[src/design/pwwc_pkg.sv]
// Package: types, constants and register codes of the peak window centroid block.
package pwwc_pkg;

    localparam int MAX_SAMPLES = 1024;

    localparam int SCORE_W     = 24;
    localparam int POS_W       = 24;
    localparam int WIN_W       = 10;
    localparam int RATIO_W     = 8;
    localparam int WEIGHT_W    = 31;
    localparam int DIV_STEPS   = 24;

    localparam logic [WIN_W-1:0]          WINDOW_RESET = 10'd100;
    localparam logic [RATIO_W-1:0]        RATIO_RESET  = 8'd230;
    localparam logic signed [SCORE_W-1:0] SCORE_MIN    = 24'sh800000;

    // Register index, decoded from paddr[2].
    localparam logic REG_WINDOW = 1'b0;
    localparam logic REG_RATIO  = 1'b1;

    typedef struct packed {
        logic signed [SCORE_W-1:0] score;
        logic [POS_W-1:0]          position;
        logic                      last;
    } t_in_beat;

    typedef struct packed {
        logic [POS_W-1:0]          centroid;
        logic signed [SCORE_W-1:0] peak_score;
        logic                      valid_res;
        logic                      overflowed;
    } t_out_beat;

    typedef struct packed {
        logic [WIN_W-1:0]   window_half;
        logic [RATIO_W-1:0] threshold_ratio;
    } t_cfg;

    typedef struct packed {
        logic load;
        logic setup;
        logic walk;
        logic div_start;
        logic div_step;
        logic finish;
    } t_cmd;

    typedef struct packed {
        logic walk_end;
        logic pipe_idle;
        logic div_last;
    } t_sts;

endpackage

[src/design/pwwc_ctrl.sv]
// Controller: load, setup, window walk, drain, divide and result hand-off sequencing.
module pwwc_ctrl (
    input  logic           i_clk,
    input  logic           i_rst_n,
    input  logic           i_in_valid,
    input  logic           i_in_last,
    output logic           o_in_stall,
    output logic           o_out_valid,
    input  logic           i_out_stall,
    output pwwc_pkg::t_cmd o_cmd,
    input  pwwc_pkg::t_sts i_sts
);

    typedef enum logic [5:0] {
        S_LOAD   = 6'b000001,
        S_SETUP  = 6'b000010,
        S_WALK   = 6'b000100,
        S_DRAIN  = 6'b001000,
        S_DIVIDE = 6'b010000,
        S_FINISH = 6'b100000
    } t_state;

    t_state r_state;
    t_state n_state;
    logic   r_out_valid;
    logic   n_out_valid;

    always_comb begin
        o_cmd   = '0;
        n_state = r_state;
        unique case (r_state)
            S_LOAD: begin
                if (i_in_valid) begin
                    o_cmd.load = 1'b1;
                    if (i_in_last) begin
                        n_state = S_SETUP;
                    end
                end
            end
            S_SETUP: begin
                o_cmd.setup = 1'b1;
                n_state     = S_WALK;
            end
            S_WALK: begin
                o_cmd.walk = 1'b1;
                if (i_sts.walk_end) begin
                    n_state = S_DRAIN;
                end
            end
            S_DRAIN: begin
                if (i_sts.pipe_idle) begin
                    o_cmd.div_start = 1'b1;
                    n_state         = S_DIVIDE;
                end
            end
            S_DIVIDE: begin
                o_cmd.div_step = 1'b1;
                if (i_sts.div_last) begin
                    n_state = S_FINISH;
                end
            end
            S_FINISH: begin
                if (!r_out_valid || !i_out_stall) begin
                    o_cmd.finish = 1'b1;
                    n_state      = S_LOAD;
                end
            end
            default: begin
                n_state = S_LOAD;
            end
        endcase
    end

    always_comb begin
        if (o_cmd.finish) begin
            n_out_valid = 1'b1;
        end else if (!i_out_stall) begin
            n_out_valid = 1'b0;
        end else begin
            n_out_valid = r_out_valid;
        end
    end

    always_ff @(posedge i_clk) begin
        if (!i_rst_n) begin
            r_state     <= S_LOAD;
            r_out_valid <= 1'b0;
        end else begin
            r_state     <= n_state;
            r_out_valid <= n_out_valid;
        end
    end

    assign o_in_stall  = (r_state != S_LOAD);
    assign o_out_valid = r_out_valid;

endmodule

[config.mk]
export PLATFORM = sky130hd
export DESIGN_NAME = pwwc_ctrl
export DESIGN_NICKNAME = d
export VERILOG_FILES = /design/src/design/pwwc_pkg.sv /design/src/design/pwwc_ctrl.sv
export SDC_FILE = /design/constraint.sdc
export NUM_CORES = 1
export LEC_CHECK = 0
export BUFFER_PORTS_ARGS = -buffer_cell sky130_fd_sc_hd__buf_2
export CORE_MARGIN = 2
export CORE_UTILIZATION = 30
export CTS_CLUSTER_DIAMETER = 80
export DETAILED_ROUTE_END_ITERATION = 6
export PLACE_DENSITY_LB_ADDON = 0.08
export SETUP_SLACK_MARGIN = 0.4
export SLEW_MARGIN = 20
export SYNTH_ARGS = -nofsm -noshare
export SYNTH_HDL_FRONTEND = slang
export SYNTH_SLANG_ARGS = --single-unit
[constraint.sdc]
create_clock -name i_clk -period 2.5 [get_ports i_clk]
set_input_delay 0.25 -clock i_clk [delete_from_list [all_inputs] [get_ports i_clk]]
set_output_delay 0.25 -clock i_clk [all_outputs]
set_load 0.03 [all_outputs]
==> run summary <==
synth warn -> 0
pwr dens -> 688 nW/µm²
Yosys cell types -> 26
Final period util -> 0.789
Num Clock Sinks -> 7
busiest grt layer -> met2
H-tree Lvls -> 1
Finish-stage setup viols -> 0
Reg area -> 140 µm²
type of the worst setup path -> flip-flop to output port
proportion of layout cells with a drive suffix above 1 -> 0.338
share of the synthesized area in the top cell type -> 0.298
simple-gate share of the synthesized area -> 0.423
Final Net Count -> 80
xor/xnor share of the synthesized area -> 0.0186
Worst Tran Pin Value -> 0.553 ns
Final GP Congestion -> 0.730
GR Util met3 -> 0.0667
Final Util -> 0.376
clock tree buffer depth -> 2
Multi-input gate area -> 288 µm²
cts repair resizes -> 0
io pins -> 16
CP cell instances -> or4_4 -> nor3b_1 -> buf_2
DR vias -> 456
max incr delay on CP -> 0.58 ns
DR iter-0 viols -> 15
number of max-cap violations -> 0
met2 Track Usage GR -> 0.209
met1 usage -> 0.191
Final Max Tran Viols -> 0
vias in the first global route -> 415
clock root buffer -> clkbuf_4
DP HPWL -> 928 µm
Mean Syn Cell Area -> 8.11 µm²
Avg WL per Cell -> 13.5 µm
Area Growth Syn to Fin -> 19.1%
worst IR drop on VDD -> 0.394 mV
critical path endpoint category -> output port
drt total wl -> 1170 µm
Leakage Power -> 0.000253 µW
Core Box Area -> 1490 µm²
clock-pin transition on the worst setup and hold timing paths -> 0.05 ns
vias per cell -> 5.24
CTS tree -> built
Tmin final -> 1.97 ns
die area -> 1900 µm²
DRT Pass-1 Iters -> 4
grt ovf -> 0
critical path peak fanout -> 10
Slew headroom -> 0.628
slowest CP cell -> or4_4
Mapped Area -> 470 µm²
antenna cells -> 0
Final Hold Fails -> 0
total CTS buffers -> 3
# rows -> 14
hold buffer count at CTS -> 0
worst path arrival time -> 1.72 ns
largest area contributor in the netlist -> dfxtp_1
Initial Util -> 0.316
crit start category -> flip-flop
Final ANT Viol Nets -> 0
postcts setup bufs -> 0
Post-synth EDFFs -> 0
global-route wire length before repair -> 1940 µm
PortBufs -> 15
Hold Path Class -> input port to flip-flop
Die H -> 43.6 µm
Cells after Synth -> 58
largest family of logic cells by synthesized area -> simple AND/OR/NAND/NOR gates
Global Route Usage Sum -> 0.141
Synth Area in Adders -> 0
non-filler cells in the finished layout -> 87
WP data required -> 2.25 ns
Die W -> 43.6 µm
Final TNS setup -> 0 ns
most used flip-flop cell after synthesis -> dfxtp_1
Seq cells post-synth -> 7
Post-synth ARST share -> 0
DRC Markers -> 0
top cells by area, synth -> dfxtp_1, nor3b_1, nand2_1
initial antenna violation count -> 0
clk_lat worst skew -> 0.25 ns
Synth top cells by count -> dfxtp_1, nand2_1, a21oi_1, nor3b_1
Max Clock Skew -> 0.000575 ns
FILL cells -> 168
post-synthesis mux area share -> 0
syn nets -> 66
pin count of the biggest net entering global routing -> 11
sequential area share after synthesis -> 0.298
FMAX -> 507 MHz
RSZ-0062 raised after global routing -> no
status -> completed
Synth Area in Compound Gates -> 0.157
dpl cells -> 83
power by group:
part / switching [µW] / internal (µW)
logic: 77.4 / 57.4
clock network: 44.0 / 61.1
registers: 24.3 / 122
registers in the layout, indices dropped and copies added, names as in the netlist:
register     flops
r_state          6
o_out_valid      1
layout by cell type (no fill, tap or decap):
cell,count
buf_2,15
nand2_1,7
dfxtp_1,7
a21oi_1,4
nor3b_1,4
nand3b_1,3
nor2b_1,3
inv_1,3
nor3_1,3
clkbuf_4,3
nor4_1,2
a31oi_1,2
nor4_2,1
or4_4,1
and3b_1,1
nand4b_1,1
and3_1,1
or4b_4,1
o211ai_2,1
nor4b_2,1
o21ai_1,1
nor2_1,1
xor2_1,1
a22oi_1,1
o31ai_1,1
a31o_2,1
clkbuf_1,1
final timing paths:
path / from / end / slack, ns / depth (start not counted)
min: i_rst_n / r_state[3]$_SDFFE_PN0P_ / 0.23 / 3
max: r_state[4]$_SDFFE_PN0P_ / o_cmd[3] / 0.53 / 3
max reg2reg: r_state[4]$_SDFFE_PN0P_ / r_state[0]$_SDFFE_PN1P_ / 0.70 / 4
min reg2reg: o_out_valid$_SDFFE_PN0P_ / o_out_valid$_SDFFE_PN0P_ / 0.57 / 2
metal layers:
layer  up-vias  wire (µm)
met4         0          0
met2        13        506
met3         0         69
li1        234          -
met5         -          0
met1       209        595
per-stage QoR:
stage          hold WS [ns]  instance area [µm²]  power, µW  setup slack, ns
2_1_floorplan         0.365                  470        242            0.746
3_3_place_gp          0.495                  528        278            0.716
3_5_place_dp          0.491                  528        278            0.701
4_1_cts               0.229                  554        385            0.501
5_1_grt               0.250                  561        414            0.404
6_report              0.229                  561        386            0.527
layout make-up:
class                      count  area share
tap                           16      0.0357
clock buffer                   4      0.0469
inverter                       3      0.0201
timing repair buffer          15       0.134
multi-input combinational     42       0.513
sequential                     7       0.250
worst max-delay path, delay by kind of cell (launching register included):
family                 cells  cell delay [ns]
AND/OR/NAND/NOR            2             0.84
flip-flops                 1             0.38
buffers and inverters      1             0.25
cell families (layout without fill, tap and decap cells):
group | Yosys count | count (layout)
xor+xnor | 1 | 1
buf+inv | 9 | 22
flops | 7 | 7
compound gates | 11 | 11
simple gates | 30 | 30
Power figures use the tool's default switching activity.
