===== src/design/pwwc_pkg.sv =====
// Package: types, constants and register codes of the peak window centroid block.
package pwwc_pkg;

    localparam int MAX_SAMPLES = 1024;

    localparam int SCORE_W     = 24;
    localparam int POS_W       = 24;
    localparam int WIN_W       = 10;
    localparam int RATIO_W     = 8;
    localparam int WEIGHT_W    = 31;
    localparam int DIV_STEPS   = 24;

    localparam logic [WIN_W-1:0]          WINDOW_RESET = 10'd100;
    localparam logic [RATIO_W-1:0]        RATIO_RESET  = 8'd230;
    localparam logic signed [SCORE_W-1:0] SCORE_MIN    = 24'sh800000;

    // Register index, decoded from paddr[2].
    localparam logic REG_WINDOW = 1'b0;
    localparam logic REG_RATIO  = 1'b1;

    typedef struct packed {
        logic signed [SCORE_W-1:0] score;
        logic [POS_W-1:0]          position;
        logic                      last;
    } t_in_beat;

    typedef struct packed {
        logic [POS_W-1:0]          centroid;
        logic signed [SCORE_W-1:0] peak_score;
        logic                      valid_res;
        logic                      overflowed;
    } t_out_beat;

    typedef struct packed {
        logic [WIN_W-1:0]   window_half;
        logic [RATIO_W-1:0] threshold_ratio;
    } t_cfg;

    typedef struct packed {
        logic load;
        logic setup;
        logic walk;
        logic div_start;
        logic div_step;
        logic finish;
    } t_cmd;

    typedef struct packed {
        logic walk_end;
        logic pipe_idle;
        logic div_last;
    } t_sts;

endpackage


===== src/design/pwwc_regs.sv =====
// APB configuration registers: window half width and threshold ratio.
module pwwc_regs (
    input  logic                i_clk,
    input  logic                i_rst_n,
    input  logic                psel,
    input  logic                penable,
    input  logic                pwrite,
    input  logic [2:0]          paddr,
    input  logic [31:0]         pwdata,
    output logic [31:0]         prdata,
    output logic                pready,
    output pwwc_pkg::t_cfg      o_cfg
);

    logic [pwwc_pkg::WIN_W-1:0]   r_window;
    logic [pwwc_pkg::RATIO_W-1:0] r_ratio;
    logic                         wr_en;

    assign pready = 1'b1;
    assign wr_en  = psel && penable && pwrite && pready;

    always_ff @(posedge i_clk) begin
        if (!i_rst_n) begin
            r_window <= pwwc_pkg::WINDOW_RESET;
            r_ratio  <= pwwc_pkg::RATIO_RESET;
        end else if (wr_en) begin
            if (paddr[2] == pwwc_pkg::REG_WINDOW) begin
                r_window <= pwdata[pwwc_pkg::WIN_W-1:0];
            end else begin
                r_ratio <= pwdata[pwwc_pkg::RATIO_W-1:0];
            end
        end
    end

    always_comb begin
        if (paddr[2] == pwwc_pkg::REG_WINDOW) begin
            prdata = {{(32 - pwwc_pkg::WIN_W){1'b0}}, r_window};
        end else begin
            prdata = {{(32 - pwwc_pkg::RATIO_W){1'b0}}, r_ratio};
        end
    end

    assign o_cfg.window_half     = r_window;
    assign o_cfg.threshold_ratio = r_ratio;

endmodule


===== config.mk =====
export PLATFORM = sky130hd
export DESIGN_NAME = pwwc_regs
export DESIGN_NICKNAME = d
export VERILOG_FILES = /design/src/design/pwwc_pkg.sv /design/src/design/pwwc_regs.sv
export SDC_FILE = /design/constraint.sdc
export NUM_CORES = 1
export LEC_CHECK = 0
export BUFFER_PORTS_ARGS = -buffer_cell sky130_fd_sc_hd__clkbuf_2
export CORE_MARGIN = 2
export CORE_UTILIZATION = 42
export CTS_BUF_LIST = sky130_fd_sc_hd__clkbuf_2
export DETAILED_ROUTE_END_ITERATION = 7
export PLACE_DENSITY = 0.88
export SKIP_CTS_REPAIR_TIMING = 1
export SYNTH_ARGS = -nofsm -noshare
export SYNTH_HDL_FRONTEND = slang
export SYNTH_SLANG_ARGS = --single-unit

===== constraint.sdc =====
create_clock -name i_clk -period 1.5 [get_ports i_clk]
set_input_delay 0.075 -clock i_clk [delete_from_list [all_inputs] [get_ports i_clk]]
set_output_delay 0.075 -clock i_clk [all_outputs]
set_load 0.05 [all_outputs]

==> impl_metrics.xml, run 1 <==
<?xml version="1.0" encoding="UTF-8"?>
<metrics>
  <group name="power_and_ir_drop">
    <metric name="comb_power_share" unit="%">30.3</metric>
    <metric name="total_leakage_power" unit="nW">0.585</metric>
    <metric name="netSwitchingFraction" unit="%">38.6</metric>
    <metric name="peakVddDrop" unit="V">0.000393</metric>
    <metric name="p_seq_share" unit="%">51.0</metric>
    <metric name="power_report.internal_total" unit="W">0.000598</metric>
    <metric name="power-per-cell-area" unit="nW/um2">828</metric>
    <metric name="p_clk_share" unit="%">18.7</metric>
    <metric name="power.switching" unit="W">0.000376</metric>
  </group>
  <group name="worst_setup_path">
    <metric name="type_of_origin_of_the_critical_path" unit="">flip-flop</metric>
    <metric name="timing.critical_path.to_type" unit="">output pin</metric>
    <metric name="source_of_the_critical_timing_path" unit="">r_ratio[3]</metric>
    <metric name="worst-setup-path-type" unit="">flip-flop to output pin</metric>
    <metric name="worst_ep_required_time" unit="ns">1.42</metric>
    <metric name="timing.critical_path.arrival" unit="ns">1.13</metric>
    <metric name="critPathMaxFanout" unit="">3</metric>
    <metric name="critPathSlowestCell" unit="">sky130_fd_sc_hd__dfxtp_1</metric>
    <metric name="crit_path_cell_trace" unit="">mux2_2 -&gt; clkbuf_2</metric>
    <metric name="reg2regPathDepth" unit="">2</metric>
    <metric name="last_element_of_the_critical_path" unit="">prdata[3]</metric>
    <metric name="timing.critical_path.slowest_cell_delay" unit="ns">0.36</metric>
    <metric name="setup_slack_of_the_worst_register_to_register_path" unit="ns">0.84</metric>
    <metric name="worstReg2RegEnd" unit="">r_window[9]</metric>
    <metric name="worstReg2RegStart" unit="">r_window[9]</metric>
  </group>
  <group name="clocking">
    <metric name="clock_latency_reported_for_the_late_side_of_the_worst_skew_pair" unit="ns">0.27</metric>
    <metric name="clkTransAtPathRegs" unit="ns">0.15</metric>
    <metric name="cts_made_buffers" unit="">3</metric>
    <metric name="clock_tree.htree_level_count" unit="">1</metric>
    <metric name="clock_tree.buffer_depth" unit="">2</metric>
    <metric name="clock-sinks" unit="">18</metric>
    <metric name="tritoncts" unit="">done</metric>
    <metric name="clk_root_buffer_cell" unit="">sky130_fd_sc_hd__clkbuf_2</metric>
  </group>
  <group name="grt">
    <metric name="aggregate_global_route_resource_usage" unit="%">13.1</metric>
    <metric name="grt_pass1_wl" unit="um">2800</metric>
    <metric name="grt_overflow" unit="">0</metric>
    <metric name="grt_pass1_vias" unit="">661</metric>
    <metric name="antenna_found_initial" unit="">0</metric>
    <metric name="grt_start_max_net_pins" unit="">31</metric>
  </group>
  <group name="floorplanning">
    <metric name="design.core.area" unit="um2">2410</metric>
    <metric name="fp.dieW" unit="um">53.8</metric>
    <metric name="die_area" unit="um2">2890</metric>
    <metric name="initial_core_utilization" unit="%">43.1</metric>
    <metric name="die_h" unit="um">53.8</metric>
    <metric name="std_cell_rows" unit="">18</metric>
    <metric name="boundaryPins" unit="">91</metric>
  </group>
  <group name="place">
    <metric name="place.gp.congestion" unit="">0.674</metric>
    <metric name="port_buffers" unit="">43</metric>
    <metric name="detailed_place_hpwl" unit="um">1470</metric>
  </group>
  <group name="synthesis">
    <metric name="postSynthRegisterBits" unit="">18</metric>
    <metric name="number_of_warning_messages_in_the_yosys_log" unit="">0</metric>
    <metric name="netlist_top_cells_area" unit="">sky130_fd_sc_hd__dfxtp_1, sky130_fd_sc_hd__mux2i_1, sky130_fd_sc_hd__buf_4</metric>
    <metric name="postSynthCellCount" unit="">111</metric>
    <metric name="synth_area_leader_cell" unit="">sky130_fd_sc_hd__dfxtp_1</metric>
    <metric name="mappedNetlistArea" unit="um2">1040</metric>
    <metric name="postSynthAreaPerCell" unit="um2">9.37</metric>
    <metric name="netlist-cell-type-count" unit="">14</metric>
    <metric name="seq_area_frac_synth" unit="%">34.7</metric>
    <metric name="synth_top_cell_area_share" unit="%">34.7</metric>
  </group>
  <group name="sta">
    <metric name="final.setup.tns" unit="ns">0</metric>
    <metric name="rsz_0062_raised_after_global_routing" unit="">no</metric>
    <metric name="minimum_clock_period_after_layout" unit="ns">1.21</metric>
    <metric name="setup_viol" unit="">0</metric>
    <metric name="timing.fmax" unit="MHz">827</metric>
    <metric name="hold_violations" unit="">0</metric>
    <metric name="fin_worst_skew" unit="ns">0</metric>
    <metric name="min_period_over_period" unit="%">80.6</metric>
    <metric name="max_slew_violations" unit="">0</metric>
  </group>
  <group name="cells_and_area">
    <metric name="post_route_core_utilization" unit="%">48.8</metric>
    <metric name="area_added_between_synthesis_and_finish" unit="%">13.1</metric>
    <metric name="final_layout_size_suffix_gt1_share" unit="%">36.2</metric>
    <metric name="num-nets-final" unit="">191</metric>
    <metric name="num_antenna_cells" unit="">0</metric>
  </group>
  <group name="detailed_routing">
    <metric name="detail_route.first_pass.iterations" unit="">2</metric>
    <metric name="antenna_left" unit="">0</metric>
    <metric name="drcViolationCount" unit="">0</metric>
    <metric name="routed-via-count" unit="">757</metric>
    <metric name="detailedRoute.firstIterationViolations" unit="">2</metric>
    <metric name="vias_per_cell" unit="">4.23</metric>
    <metric name="route.detailed.wl_per_inst" unit="um">10.2</metric>
    <metric name="postRouteWirelength" unit="um">1830</metric>
  </group>
  <group name="status">
    <metric name="run_status" unit="">completed</metric>
  </group>
  <group name="flow_run">
    <metric name="cap_viol_max_count" unit="">0</metric>
  </group>
  <group name="min_path">
    <metric name="worstHoldPathType" unit="">input port to flip-flop</metric>
  </group>
</metrics>
==> routing by layer <==
| layer | up-vias | share of wire [%] | GRT usage (%) |
|---|---|---|---|
| li1 | 395 | - | - |
| met1 | 329 | 44 | 15.3 |
| met2 | 31 | 50 | 23.8 |
| met3 | 2 | 6.6 | 2.50 |
| met4 | 0 | 0.22 | 3.85 |
| met5 | - | 0 | 0 |
==> worst max-delay path, delay by kind of cell (launching register included) <==
kind / cells / cell delay, ns
flip-flops: 1 / 0.36
multiplexers: 1 / 0.27
buffers and inverters: 1 / 0.23
==> logic make-up after synthesis <==
family        Yosys count  share of synthesized area, %
simple gates           36                          18.4
other cells             2                         0.722
flops                  18                          34.7
buf+inv                29                          20.2
mux                    26                          26.0
==> power groups by stage <==
stage	Clock, W	Combinational, W	Sequential [W]
final	0.000183	0.000295	0.000497
after global routing	0.000205	0.000311	0.000499
after CTS	0.000190	0.000296	0.000497
after detailed placement	0	0.000295	0.000507
after global placement	0	0.000294	0.000506
after floorplan	0	0.000261	0.000543
==> synth_stat cells, drive strengths merged <==
| library cell | n |
|---|---|
| buf | 28 |
| dfxtp | 18 |
| mux2i | 18 |
| nand2 | 17 |
| nor2b | 15 |
| mux2 | 8 |
| conb | 2 |
| and4 | 1 |
| and4b | 1 |
| clkbuf | 1 |
| nand4 | 1 |
| nand4b | 1 |
==> stage by stage <==
stage | setup slack (ns) | std cells | hold slack (ns) | instance area [um2] | total power (W)
final | 0.291 | 179 | 0.0150 | 1180 | 0.000974
after global routing | 0.236 | 179 | 0.0146 | 1180 | 0.00101
after CTS | 0.278 | 179 | 0.0000691 | 1180 | 0.000983
after detailed placement | 0.259 | 176 | 0.320 | 1160 | 0.000802
after global placement | 0.316 | 176 | 0.315 | 1160 | 0.000800
after floorplan | 0.0155 | 132 | 0.217 | 1120 | 0.000804
==> worst min path at each step <==
stage                     startpoint     endpoint  cells after the start
after global placement     pwdata[9]  r_window[9]                      3
final                      pwdata[8]  r_window[8]                      3
after floorplan            pwdata[1]  r_window[1]                      2
after CTS                  pwdata[8]  r_window[8]                      3
after detailed placement   pwdata[8]  r_window[8]                      3
after global routing       pwdata[4]   r_ratio[4]                      3
==> placed cells by master, fill, tap and decap left out, drive strengths merged <==
cell type  instances
clkbuf            46
conb              23
mux2i             18
dfxtp             18
nand2             17
nor2b             15
mux2               8
and4b              1
and4               1
nand4              1
nand4b             1
==> area by class of cell <==
type                            instances  area, um2
Tap cell                               30       37.5
Multi-Input combinational cell         85        548
Clock buffer                            3       15.0
Fill cell                             252       1230
Sequential cell                        18        360
Timing Repair Buffer                   43        215
==> flip-flops by register name (all words and copies together), names as in the netlist <==
signal,count
r_window,10
r_ratio,8
Note: power is estimated with default switching activity, not from simulation.
==> run 2: changes to the inputs <==
ABC_AREA = 1   (was default)
CORE_UTILIZATION = 36   (was 42)
PLACE_DENSITY = 0.79   (was 0.88)
clock period = 1 ns   (was 1.5 ns; I/O delays follow)
==> run 2 against run 1 <==
  * The flow now finishes with violations (setup timing)
  * Die area up 21%
  * Register-to-register slack got worse by 0.44 ns
  * Count of clock-buffer cells in the layout unchanged
  * Highest routed layer unchanged
  * Clock power grew 77%
  * Total power is 81% higher
  * Area after synthesis increased by 4.9%
  * Critical path type unchanged
  * Global-route usage up 1.4 points
  * Final cell count increased by 32%
  * Sequential share of layout area down 4.7 points
  * Critical endpoint unchanged
==> impl_metrics.xml, run 2 <==
<?xml version="1.0" encoding="UTF-8"?>
<metrics>
  <group name="cells_and_area">
    <metric name="num-nets-final" unit="">246</metric>
    <metric name="num_antenna_cells" unit="">0</metric>
    <metric name="final_layout_size_suffix_gt1_share" unit="%">42.0</metric>
    <metric name="stdcell_count" unit="">236</metric>
    <metric name="mostFrequentLayoutCell" unit="">sky130_fd_sc_hd__nand2_1</metric>
    <metric name="flip_flop_count_of_the_largest_register_all_copies_and_words_added" unit="">10</metric>
    <metric name="area_added_between_synthesis_and_finish" unit="%">35.6</metric>
    <metric name="nFillCells" unit="">293</metric>
    <metric name="largest_register" unit="">r_window</metric>
    <metric name="reg.largest.list" unit="">r_window x10, r_ratio x8</metric>
    <metric name="mostFrequentLayoutCells" unit="">sky130_fd_sc_hd__nand2_1, sky130_fd_sc_hd__conb_1, sky130_fd_sc_hd__nor2_1</metric>
  </group>
  <group name="worst_setup_path">
    <metric name="worst_path_most_repeated_cell" unit="">sky130_fd_sc_hd__nand2_1</metric>
    <metric name="type_of_origin_of_the_critical_path" unit="">flip-flop</metric>
    <metric name="worstPathBufferInverterCount" unit="">1</metric>
    <metric name="timing.critical_path.arrival" unit="ns">0.99</metric>
    <metric name="worst_ep_required_time" unit="ns">0.95</metric>
    <metric name="timing.critical_path.to_type" unit="">output pin</metric>
    <metric name="timing.critical_path.slowest_cell_delay" unit="ns">0.38</metric>
    <metric name="critPathMaxFanout" unit="">3</metric>
    <metric name="crit_path_cell_trace" unit="">nand2_1 -&gt; nand2_1 -&gt; buf_6</metric>
    <metric name="critPathSlowestCell" unit="">sky130_fd_sc_hd__dfxtp_2</metric>
    <metric name="critPathTopFamily" unit="">flip-flops</metric>
    <metric name="worst-setup-path-type" unit="">flip-flop to output pin</metric>
  </group>
  <group name="power_and_ir_drop">
    <metric name="power-per-cell-area" unit="nW/um2">1190</metric>
    <metric name="total_leakage_power" unit="nW">0.797</metric>
    <metric name="peakVddDrop" unit="V">0.000448</metric>
  </group>
  <group name="sta">
    <metric name="timing.fmax" unit="MHz">965</metric>
    <metric name="final.setup.worst_slack" unit="ns">-0.0360</metric>
    <metric name="minimum_clock_period_after_layout" unit="ns">1.04</metric>
    <metric name="max_slew_violations" unit="">0</metric>
    <metric name="hold_violations" unit="">0</metric>
    <metric name="fin_worst_skew" unit="ns">0</metric>
    <metric name="min_period_over_period" unit="%">104</metric>
    <metric name="whs" unit="ns">0.0140</metric>
    <metric name="setup_viol" unit="">10</metric>
    <metric name="rsz_0062_raised_after_global_routing" unit="">yes</metric>
  </group>
  <group name="clocking">
    <metric name="clkTransAtPathRegs" unit="ns">0.18</metric>
    <metric name="clock-sinks" unit="">18</metric>
    <metric name="clk_root_buffer_cell" unit="">sky130_fd_sc_hd__clkbuf_2</metric>
    <metric name="clock_tree.buffer_depth" unit="">2</metric>
    <metric name="cts_made_buffers" unit="">3</metric>
    <metric name="clock_latency_reported_for_the_late_side_of_the_worst_skew_pair" unit="ns">0.31</metric>
    <metric name="clock_tree.htree_level_count" unit="">1</metric>
    <metric name="tritoncts" unit="">done</metric>
  </group>
  <group name="synthesis">
    <metric name="postSynthCellCount" unit="">157</metric>
    <metric name="yosys-top-cells-count" unit="">sky130_fd_sc_hd__nand2_1, sky130_fd_sc_hd__buf_4, sky130_fd_sc_hd__nor2_1, sky130_fd_sc_hd__dfxtp_1, sky130_fd_sc_hd__nand3_1</metric>
    <metric name="top_count_cell_post_synth" unit="">sky130_fd_sc_hd__nand2_1</metric>
    <metric name="postSynthRegisterBits" unit="">18</metric>
    <metric name="synth_top_cell_area_share" unit="%">33.0</metric>
    <metric name="seq_area_frac_synth" unit="%">33.0</metric>
    <metric name="ys.flop_type" unit="">sky130_fd_sc_hd__dfxtp_1</metric>
    <metric name="synth_area_leader_cell" unit="">sky130_fd_sc_hd__dfxtp_1</metric>
    <metric name="mappedNetlistArea" unit="um2">1090</metric>
    <metric name="postSynthAreaPerCell" unit="um2">6.95</metric>
    <metric name="netlist-cell-type-count" unit="">16</metric>
    <metric name="synthArstFlopShare" unit="%">0</metric>
    <metric name="netlist_top_cells_area" unit="">sky130_fd_sc_hd__dfxtp_1, sky130_fd_sc_hd__nand2_1, sky130_fd_sc_hd__buf_4</metric>
    <metric name="number_of_enable_flip_flop_cells_after_synthesis" unit="">0</metric>
    <metric name="number_of_warning_messages_in_the_yosys_log" unit="">0</metric>
  </group>
  <group name="floorplanning">
    <metric name="design.core.area" unit="um2">2830</metric>
    <metric name="std_cell_rows" unit="">19</metric>
    <metric name="die_area" unit="um2">3490</metric>
    <metric name="initial_core_utilization" unit="%">38.6</metric>
    <metric name="fp.dieW" unit="um">59.1</metric>
    <metric name="die_h" unit="um">59.1</metric>
    <metric name="boundaryPins" unit="">91</metric>
  </group>
  <group name="place">
    <metric name="port_buffers" unit="">43</metric>
    <metric name="numPlacedInstances" unit="">227</metric>
    <metric name="detailed_place_hpwl" unit="um">1760</metric>
    <metric name="place.gp.congestion" unit="">0.728</metric>
  </group>
  <group name="detailed_routing">
    <metric name="detail_route.first_pass.iterations" unit="">4</metric>
    <metric name="antenna_left" unit="">0</metric>
    <metric name="route.detailed.wl_per_inst" unit="um">10.2</metric>
    <metric name="postRouteWirelength" unit="um">2410</metric>
    <metric name="drcViolationCount" unit="">0</metric>
    <metric name="detailedRoute.firstIterationViolations" unit="">13</metric>
    <metric name="routed-via-count" unit="">1025</metric>
    <metric name="vias_per_cell" unit="">4.34</metric>
  </group>
  <group name="min_path">
    <metric name="worstHoldPathType" unit="">input port to flip-flop</metric>
  </group>
  <group name="grt">
    <metric name="grt_start_max_net_pins" unit="">19</metric>
    <metric name="grt_pass1_wl" unit="um">3820</metric>
    <metric name="aggregate_global_route_resource_usage" unit="%">14.5</metric>
    <metric name="antenna_found_initial" unit="">0</metric>
    <metric name="grt_overflow" unit="">0</metric>
    <metric name="grt_pass1_vias" unit="">877</metric>
  </group>
  <group name="status">
    <metric name="run_status" unit="">complete, but fails checks</metric>
    <metric name="violations_in_the_final_reports" unit="">setup timing</metric>
  </group>
  <group name="flow_run">
    <metric name="cap_viol_max_count" unit="">0</metric>
  </group>
</metrics>
-- run 2: cell types whose count changed after synthesis, sizes merged, moves of 8 or more --
cell | before | now
inv | 0 | 11
nand3 | 0 | 19
nand2 | 17 | 53
mux2i | 18 | 0
nor2 | 0 | 25
mux2 | 8 | 0
nor2b | 15 | 0
-- run 2: path summary, 6_finish.rpt --
path / cells past startpoint / to / slack [ns] / start
setup reg to reg: 2 / r_ratio[3] / 0.40 / r_ratio[3]
setup / recovery: 3 / prdata[3] / -0.04 / r_window[3]
hold / removal: 5 / r_window[8] / 0.01 / pwdata[8]
hold reg to reg: 2 / r_ratio[7] / 0.48 / r_ratio[7]
-- run 2: metrics by stage --
stage	worst slack (ns)	util, %	total power, W	setup TNS, ns	instance area [um2]
6_report	-0.0360	52.3	0.00177	-0.141	1480
5_1_grt	-0.108	52.3	0.00185	-0.867	1480
4_1_cts	-0.165	46.4	0.00171	-1.51	1310
3_5_place_dp	0.0958	45.7	0.00139	0	1290
3_3_place_gp	0.122	45.7	0.00139	0	1290
2_1_floorplan	-0.103	-	0.00135	-0.103	1210
-- run 2: worst register-to-register path: cells and delay by family (launching register included) --
family	cells	cell delay, ns
flops	1	0.36
simple gates	2	0.16
-- run 2: per-layer routing --
metal | part of all wire, % | vias to the layer above | global-route usage (%)
li1 | - | 525 | -
met1 | 43 | 460 | 18.2
met2 | 51 | 36 | 25.1
met3 | 4.2 | 4 | 1.09
met4 | 1.7 | 0 | 6.82
met5 | 0 | - | 0
-- run 2: final cells by class --
cell class	instances	area, um2	share of cell area [%]
Clock buffer	3	15.0	1.02
Clock inverter	1	3.75	0.254
Inverter	11	46.3	3.13
Multi-Input combinational cell	120	567	38.3
Sequential cell	18	383	25.9
Tap cell	31	38.8	2.62
Timing Repair Buffer	52	425	28.8
-- run 2: logic make-up after synthesis --
| logic type | synth area share, % |
|---|---|
| simple gates | 41.5 |
| buf+inv | 24.8 |
| flops | 33.0 |
| other cells | 0.688 |
-- run 2: report_power, final --
group	switching (W)	internal [W]	total, W	leakage [nW]
Combinational	0.000504	0.000171	0.000675	0.635
Sequential	0.0000193	0.000748	0.000767	0.148
Clock	0.000236	0.0000869	0.000323	0.0140
==> run 3: changes to the inputs <==
ABC_AREA = default   (was 1)
CORE_UTILIZATION = 35   (was 36)
PLACE_DENSITY = 0.78   (was 0.79)
==> run 3 against run 2 <==
  * The run still ends with setup timing left
  * Count of clock-buffer cells in the layout unchanged
  * Total power fell by 9.4%
  * Critical path depth is 1 lower
  * Worst hold slack worse by 0.0050 ns
  * Largest cell class unchanged
  * Sequential power fell by 2%
  * Largest power group unchanged
  * Via count fell by 17%
==> impl_metrics.xml, run 3 (same netlist as run 1, synthesis figures left out) <==
<?xml version="1.0" encoding="UTF-8"?>
<metrics>
  <group name="worst_setup_path">
    <metric name="timing.critical_path.arrival" unit="ns">1.09</metric>
    <metric name="type_of_origin_of_the_critical_path" unit="">flip-flop</metric>
    <metric name="timing.critical_path.to_type" unit="">output pin</metric>
    <metric name="worstReg2RegStart" unit="">r_window[9]</metric>
    <metric name="source_of_the_critical_timing_path" unit="">r_ratio[1]</metric>
    <metric name="worstReg2RegEnd" unit="">r_window[9]</metric>
    <metric name="worst-setup-path-type" unit="">flip-flop to output pin</metric>
    <metric name="worst_ep_required_time" unit="ns">0.95</metric>
    <metric name="critPathMaxFanout" unit="">3</metric>
    <metric name="setup_slack_of_the_worst_register_to_register_path" unit="ns">0.36</metric>
    <metric name="reg2regPathDepth" unit="">2</metric>
  </group>
  <group name="sta">
    <metric name="whs" unit="ns">0.00901</metric>
    <metric name="timing.fmax" unit="MHz">880</metric>
    <metric name="fin_worst_skew" unit="ns">0</metric>
    <metric name="final.setup.worst_slack" unit="ns">-0.136</metric>
    <metric name="max_slew_violations" unit="">0</metric>
    <metric name="minimum_clock_period_after_layout" unit="ns">1.14</metric>
    <metric name="hold_violations" unit="">0</metric>
    <metric name="rsz_0062_raised_after_global_routing" unit="">yes</metric>
    <metric name="min_period_over_period" unit="%">114</metric>
    <metric name="setup_viol" unit="">10</metric>
  </group>
  <group name="cells_and_area">
    <metric name="reg.largest.list" unit="">r_window x10, r_ratio x8</metric>
    <metric name="largest_register" unit="">r_window</metric>
    <metric name="final_layout_size_suffix_gt1_share" unit="%">49.4</metric>
    <metric name="num_antenna_cells" unit="">0</metric>
    <metric name="area_added_between_synthesis_and_finish" unit="%">47.1</metric>
    <metric name="mostFrequentLayoutCell" unit="">sky130_fd_sc_hd__conb_1</metric>
    <metric name="num-nets-final" unit="">207</metric>
    <metric name="flip_flop_count_of_the_largest_register_all_copies_and_words_added" unit="">10</metric>
    <metric name="mostFrequentLayoutCells" unit="">sky130_fd_sc_hd__conb_1, sky130_fd_sc_hd__mux2i_1, sky130_fd_sc_hd__clkbuf_2, sky130_fd_sc_hd__dfxtp_2, sky130_fd_sc_hd__nand2_1</metric>
  </group>
  <group name="clocking">
    <metric name="clk_root_buffer_cell" unit="">sky130_fd_sc_hd__clkbuf_2</metric>
    <metric name="clock_tree.htree_level_count" unit="">1</metric>
    <metric name="clkTransAtPathRegs" unit="ns">0.17</metric>
    <metric name="tritoncts" unit="">done</metric>
    <metric name="clock_tree.buffer_depth" unit="">2</metric>
    <metric name="clock_latency_reported_for_the_late_side_of_the_worst_skew_pair" unit="ns">0.29</metric>
    <metric name="cts_made_buffers" unit="">3</metric>
    <metric name="clock-sinks" unit="">18</metric>
  </group>
  <group name="grt">
    <metric name="grt_pass1_vias" unit="">698</metric>
    <metric name="grt_start_max_net_pins" unit="">31</metric>
    <metric name="use_met1" unit="%">14.7</metric>
    <metric name="antenna_found_initial" unit="">0</metric>
    <metric name="grtUsageMet2" unit="%">20.4</metric>
    <metric name="grt_pass1_wl" unit="um">3130</metric>
    <metric name="grt_use_met3" unit="%">2.20</metric>
    <metric name="aggregate_global_route_resource_usage" unit="%">12.1</metric>
    <metric name="grt_overflow" unit="">0</metric>
    <metric name="grt_max_usage_layer" unit="">met2</metric>
  </group>
  <group name="detailed_routing">
    <metric name="route.detailed.wl_per_inst" unit="um">11.8</metric>
    <metric name="postRouteWirelength" unit="um">2320</metric>
    <metric name="drcViolationCount" unit="">0</metric>
    <metric name="antenna_left" unit="">0</metric>
    <metric name="routed-via-count" unit="">847</metric>
    <metric name="detailedRoute.firstIterationViolations" unit="">49</metric>
    <metric name="vias_per_cell" unit="">4.30</metric>
    <metric name="detail_route.first_pass.iterations" unit="">4</metric>
  </group>
  <group name="min_path">
    <metric name="holdPathEnd" unit="">r_ratio[6]</metric>
    <metric name="hold_path_startpoint" unit="">pwdata[6]</metric>
    <metric name="worstHoldPathType" unit="">input port to flip-flop</metric>
    <metric name="whs_path_depth" unit="">3</metric>
  </group>
  <group name="place">
    <metric name="port_buffers" unit="">43</metric>
    <metric name="detailed_place_hpwl" unit="um">1560</metric>
    <metric name="place.gp.congestion" unit="">0.668</metric>
    <metric name="place_worst_setup_slack" unit="ns">-0.0568</metric>
  </group>
  <group name="power_and_ir_drop">
    <metric name="peakVddDrop" unit="V">0.000629</metric>
    <metric name="power-per-cell-area" unit="nW/um2">1050</metric>
    <metric name="total_leakage_power" unit="nW">0.710</metric>
  </group>
  <group name="floorplanning">
    <metric name="design.core.area" unit="um2">2780</metric>
    <metric name="die_area" unit="um2">3420</metric>
    <metric name="std_cell_rows" unit="">19</metric>
    <metric name="die_h" unit="um">58.5</metric>
    <metric name="initial_core_utilization" unit="%">37.4</metric>
    <metric name="fp.dieW" unit="um">58.5</metric>
    <metric name="boundaryPins" unit="">91</metric>
  </group>
  <group name="flow_run">
    <metric name="cap_viol_max_count" unit="">0</metric>
  </group>
  <group name="status">
    <metric name="violations_in_the_final_reports" unit="">setup timing</metric>
    <metric name="run_status" unit="">complete, but fails checks</metric>
  </group>
</metrics>
## run 3: changes by cell type in the layout (fill, tap and decap cells not counted), sizes merged, moves of 3 or more
cell,previous run,this run
nor2,25,0
nand2,53,17
inv,11,0
buf,26,31
nand3,19,0
mux2,0,8
dlygate4sd3,5,8
nor2b,0,15
mux2i,0,18
## run 3: cell type report
type                    count  area (um2)
flip-flops and latches     18         383
well taps                  31        38.8
clock buffers               3        15.0
repair buffers             59         522
fillers                   252        1250
multi-input cells          85         567
clock inverters             1        3.75
## run 3: power by group
part / internal, W / switching [W] / total [W] / leakage [nW]
registers: 0.000736 / 0.0000124 / 0.000749 / 0.147
logic: 0.000155 / 0.000381 / 0.000536 / 0.549
clock network: 0.0000870 / 0.000227 / 0.000314 / 0.0140
total: 0.000978 / 0.000621 / 0.00160 / 0.710
## run 3: critical path, cell delays in order, from the launching register on
cell	delay [ns]
sky130_fd_sc_hd__dfxtp_2	0.37
sky130_fd_sc_hd__mux2_2	0.27
sky130_fd_sc_hd__buf_6	0.15
## run 3: per-layer routing
layer  share of wire, %  vias up
met3                7.4        2
met1                 42      377
met4               0.35        0
li1                   -      424
met2                 50       44
met5                  0        -
## run 3: worst max-delay path by stage
stage | to | slack, ns
2_1_floorplan | prdata[8] | -0.1
3_3_place_gp | r_window[9] | -0.03
3_5_place_dp | r_window[9] | -0.06
4_1_cts | prdata[7] | -0.24
5_1_grt | prdata[1] | -0.21
6_report | prdata[1] | -0.14
## run 3: metrics by stage
step                      cell area, um2  std cells  utilization [%]  total power (W)  TNS (ns)
after floorplan                     1150        132                -          0.00121   -0.0978
after global placement              1260        182             45.3          0.00123    -0.165
after detailed placement            1260        182             45.3          0.00123    -0.347
after CTS                           1280        186             46.0          0.00156     -2.62
after global routing                1530        197             55.0          0.00169     -1.92
final                               1530        197             55.0          0.00160     -1.10
